`src/hdl/prde_ram.sv`:
```
// Generic simple dual-port RAM with a registered read.
`default_nettype none

module prde_ram #(
    parameter int WIDTH = 8,
    parameter int DEPTH = 16
) (
    input  wire logic                     aclk,
    input  wire logic                     wr_en,
    input  wire logic [$clog2(DEPTH)-1:0] wr_addr,
    input  wire logic [WIDTH-1:0]         wr_data,
    input  wire logic                     rd_en,
    input  wire logic [$clog2(DEPTH)-1:0] rd_addr,
    output logic      [WIDTH-1:0]         rd_data
);

    logic [WIDTH-1:0] mem [DEPTH];

    // One write and one registered read per cycle.
    always_ff @(posedge aclk) begin
        if (wr_en) begin
            mem[wr_addr] <= wr_data;
        end
        if (rd_en) begin
            rd_data <= mem[rd_addr];
        end
    end

endmodule

`default_nettype wire

```
`config.mk`:
```
export PLATFORM = sky130hd
export DESIGN_NAME = prde_ram
export DESIGN_NICKNAME = d
export VERILOG_FILES = /design/src/hdl/prde_ram.sv
export SDC_FILE = /design/constraint.sdc
export NUM_CORES = 1
export LEC_CHECK = 0
export ABC_AREA = 1
export BUFFER_PORTS_ARGS = -buffer_cell sky130_fd_sc_hd__buf_2
export CORE_AREA = 2 2 126 97
export CTS_CLUSTER_SIZE = 28
export DETAILED_ROUTE_END_ITERATION = 10
export DIE_AREA = 0 0 128 99
export GPL_TIMING_DRIVEN = 0
export PLACE_DENSITY = 0.71
export SLEW_MARGIN = 20
export SYNTH_ARGS = -nofsm -noshare
export SYNTH_HDL_FRONTEND = slang
export SYNTH_SLANG_ARGS = --single-unit
```
`constraint.sdc`:
```
create_clock -name aclk -period 1.2 [get_ports aclk]
set_input_delay 0.24 -clock aclk [delete_from_list [all_inputs] [get_ports aclk]]
set_output_delay 0.24 -clock aclk [all_outputs]
set_load 0.02 [all_outputs]
```
* After elaboration in Yosys (flattened, before gate mapping)
Memory sizes are Yosys's and may differ from the RTL's. A register that Yosys moved wholly into a read port is not among the register bits.
Cells that the tools add are included.
** Cells by class
- Multiplexer cells :: 2
** Operator list (number)
- two-way mux 1 bit :: 2
** Word-level totals
- Output and inout port bits :: 8
- Memories kept :: 1
- Bits in writable memories :: 128
- Register bits after elaboration :: 0
** Memories
- mem :: depth 16, bits a word 8, rd ports 1, clocked after Yosys merged registers in 1, write ports 1, line 17 : logic [WIDTH-1:0] mem [DEPTH];

* Depth between registers and ports, before layout
- Depth after elaboration :: 2
- Gate-level depth with buffers :: 8
- Depth with buffers taken out :: 7

* Worst setup path before layout
No wires, ideal clock.
- Path kind :: input to register
- From :: input wr_addr[3]
- To :: memory mem[4][0], enable pin
- Stages on the path :: 2
- Setup slack :: 0.009 ns
- Required time :: 0.830 ns
- Arrival :: 0.821 ns
- Setup time :: 0.370 ns
- Cell sequence :: nand3b_1 -> nor2_1
** RTL lines
- start: declaration :: line 10 : input wire logic [$clog2(DEPTH)-1:0] wr_addr,
- end: declaration :: line 17
Straight into the memory's write port.

* Final worst setup path
- From :: input wr_addr[3]
- To :: memory mem[7][4], enable pin
Straight into the memory's write port.

==> flow_metrics.env <==
export IMPL_grt_busiest_layer="met2"
export IMPL_diodes=0
export IMPL_p_comb_frac=0.071
export IMPL_cp_arrival_ns=1.36
export IMPL_htreeDepth=4
export IMPL_hpwlAfterDp_mm=9.207
export IMPL_ys_ff_latch=136
export IMPL_clock_path_buffers=2
export IMPL_clock_sinks=136
export IMPL_fp_row_count=34
export IMPL_final_common_cell="nand2_1"
export IMPL_p_seq_frac=0.504
export IMPL_cts_tree="yes"
export IMPL_violations="setup timing"
export IMPL_instances_no_fill=747
export IMPL_drtIter0Drc=379
export IMPL_die_y_um=99
export IMPL_finClkSkew_ns=0.004928
export IMPL_status="finished, violations left"
export IMPL_dp_cells=718
export IMPL_syn_cell_area_um2=5847
export IMPL_antenna_found_initial=0
export IMPL_fin_crit_sh=1.104
export IMPL_initial_core_util=0.5128
export IMPL_max_freq_ghz=0.7550
export IMPL_final_cell_mix="172 x nand2_1, 136 x edfxtp_1, 100 x inv_1, 86 x nand3_1, 29 x buf_2"
export IMPL_crit_required_ns=1.23
export IMPL_finalSetupViolations=32
export IMPL_worstSetupStartpointType="input pin"
export IMPL_max_vdd_ir_drop_mv=1.174
export IMPL_gp_congestion=0.9185
export IMPL_core_um2=11400
export IMPL_clkTransAtPathRegs_ns=0.05
export IMPL_rr_worst_depth=6
export IMPL_p_clk_frac=0.425
export IMPL_yosysSeqAreaShare=0.6985
export IMPL_grt_use_met3=0.06080
export IMPL_syn2layout_area_growth_pct=15.47
export IMPL_cts_root_buf="clkbuf_16"
export IMPL_fp_dieArea_um2=12670
export IMPL_via_per_inst=5.386
export IMPL_post_cts_setup_buffers=0
export IMPL_finalHoldViolCount=0
export IMPL_routed_wl_mm=14.14
export IMPL_end_kind="register"
export IMPL_grt_pass1_wl_mm=21.21
export IMPL_ioPinCount=27
export IMPL_hp_start="rd_en"
export IMPL_slew_headroom=0.3541
export IMPL_vias=4023
export IMPL_slew_violations=0
export IMPL_firstDrtPassIters=7
export IMPL_syn_num_nets=570
export IMPL_clock_latency_ns=0.41
export IMPL_cts_buffers_inserted=17
export IMPL_crit_fanout=8
export IMPL_power_density_nw_per_um2=1582
export IMPL_wl_per_cell_um=18.93
export IMPL_holdWs_ns=0.1988
export IMPL_worstMarginPinSlew_ns=0.9652
export IMPL_drv_cap=0
export IMPL_die_width_um=128
export IMPL_final_setup_worst_slack_ns=-0.1245
export IMPL_grt_max_degree=17
export IMPL_ant_nets=0
export IMPL_synth_area_per_cell_um2=10.61
export IMPL_gr_usage_met1=0.3425
export IMPL_criticalPathCategory="in2reg"
export IMPL_period_needed_ns=1.324
export IMPL_grt_use_total=0.2351
export IMPL_yosys_cell_types_count=11
export IMPL_hp_class="in2reg"
export IMPL_p_int_mw=8.355
export IMPL_finalNetCount=612
export IMPL_r2r_start="mem[10][5]"
export IMPL_port_buffers=23
export IMPL_regToRegSetupSlack_ns=0.06
export IMPL_drive_above_1_share=0.1443
export IMPL_crit_start="wr_addr[3]"
export IMPL_fin_total_pwr_mw=10.68
export IMPL_crit_end="mem[7][4]"
export IMPL_rsz0062_at_grt="yes"
export IMPL_route_detailed_drc=0
export IMPL_syn_inst=551
export IMPL_fill_cells=953
export IMPL_r2r_end="rd_data[5]"
export IMPL_p_sw_frac=0.2176
export IMPL_p_switching_mw=2.323
export IMPL_yosysWarnings=0
export IMPL_overflow=0
export IMPL_power_leakage_nw=2.906
export IMPL_grt_pass1_vias=3808
export IMPL_use_met2=0.3521
==> final cells by class <==
cell class	count	area (um^2)	area share
Clock buffer	22	444.2	0.06579
Clock inverter	7	56.30	0.008340
Buffer	24	171.4	0.02539
Multi-Input combinational cell	289	1286	0.1905
Tap cell	144	180.2	0.02669
Inverter	102	382.9	0.05671
Sequential cell	136	4084	0.6049
Timing Repair Buffer	23	146.4	0.02168
==> power groups by stage <==
stage / Sequential (mW) / Combinational [mW] / Clock, mW
2_1_floorplan: 5.50 / 0.375 / 0
3_3_place_gp: 5.47 / 0.693 / 0
3_5_place_dp: 5.48 / 0.702 / 0
4_1_cts: 5.38 / 0.710 / 4.57
5_1_grt: 5.39 / 0.821 / 4.77
6_report: 5.38 / 0.760 / 4.53
==> timing repair <==
action                     CTS  global route
hold buffers                 0             0
pin swaps                    0             1
setup endpoints to repair   48            84
resized for setup            2            28
==> how the worst min path moves through the flow <==
stage / depth (start not counted) / slack (ns) / end
global placement: 1 / 0.61 / rd_data[1]
floorplan: 0 / 0.34 / mem[0][0]
CTS: 1 / 0.20 / rd_data[2]
global route: 1 / 0.19 / rd_data[2]
finish: 1 / 0.20 / rd_data[1]
detailed placement: 1 / 0.62 / rd_data[2]
==> Yosys cell counts, drive strengths merged <==
master | instances | area (um^2)
inv | 102 | 382.9
nand2 | 173 | 649.4
nand3 | 97 | 485.5
nand3b | 2 | 15.01
buf | 24 | 166.4
nor2 | 17 | 63.81
edfxtp | 136 | 4084
==> cells by family (layout without fill, tap and decap cells) <==
family,count (synthesis),in the layout,share of synthesized area
flops,136,136,0.6985
simple gates,289,289,0.2076
buf+inv,126,178,0.09394
==> per-layer routing <==
layer,wire (um),part of all wire,vias up
met3,1520,0.11,23
met5,0,0,-
met2,6290,0.44,215
met1,6132,0.43,1915
li1,-,-,1870
met4,193,0.014,0
==> state kept, by name (all words and copies together), names as in the netlist <==
| name | count |
|---|---|
| mem | 128 |
| rd_data | 8 |
==> stage by stage <==
stage          setup TNS (ns)  setup slack, ns  cell area [um^2]  utilization
3_3_place_gp           -48.35          -0.4915              6142       0.5387
6_report               -3.236          -0.1245              6751       0.5922
2_1_floorplan               0         0.009155              5847            -
4_1_cts                -2.011         -0.09629              6648       0.5831
3_5_place_dp           -53.19          -0.5373              6142       0.5387
5_1_grt                -4.198          -0.1493              6751       0.5922
==> worst max-delay path: stages <==
cell and delay (ns):
buf_2 0.13, nand3b_1 0.22, nor2_1 0.76
No activity file was read; power rests on OpenSTA's default activity.
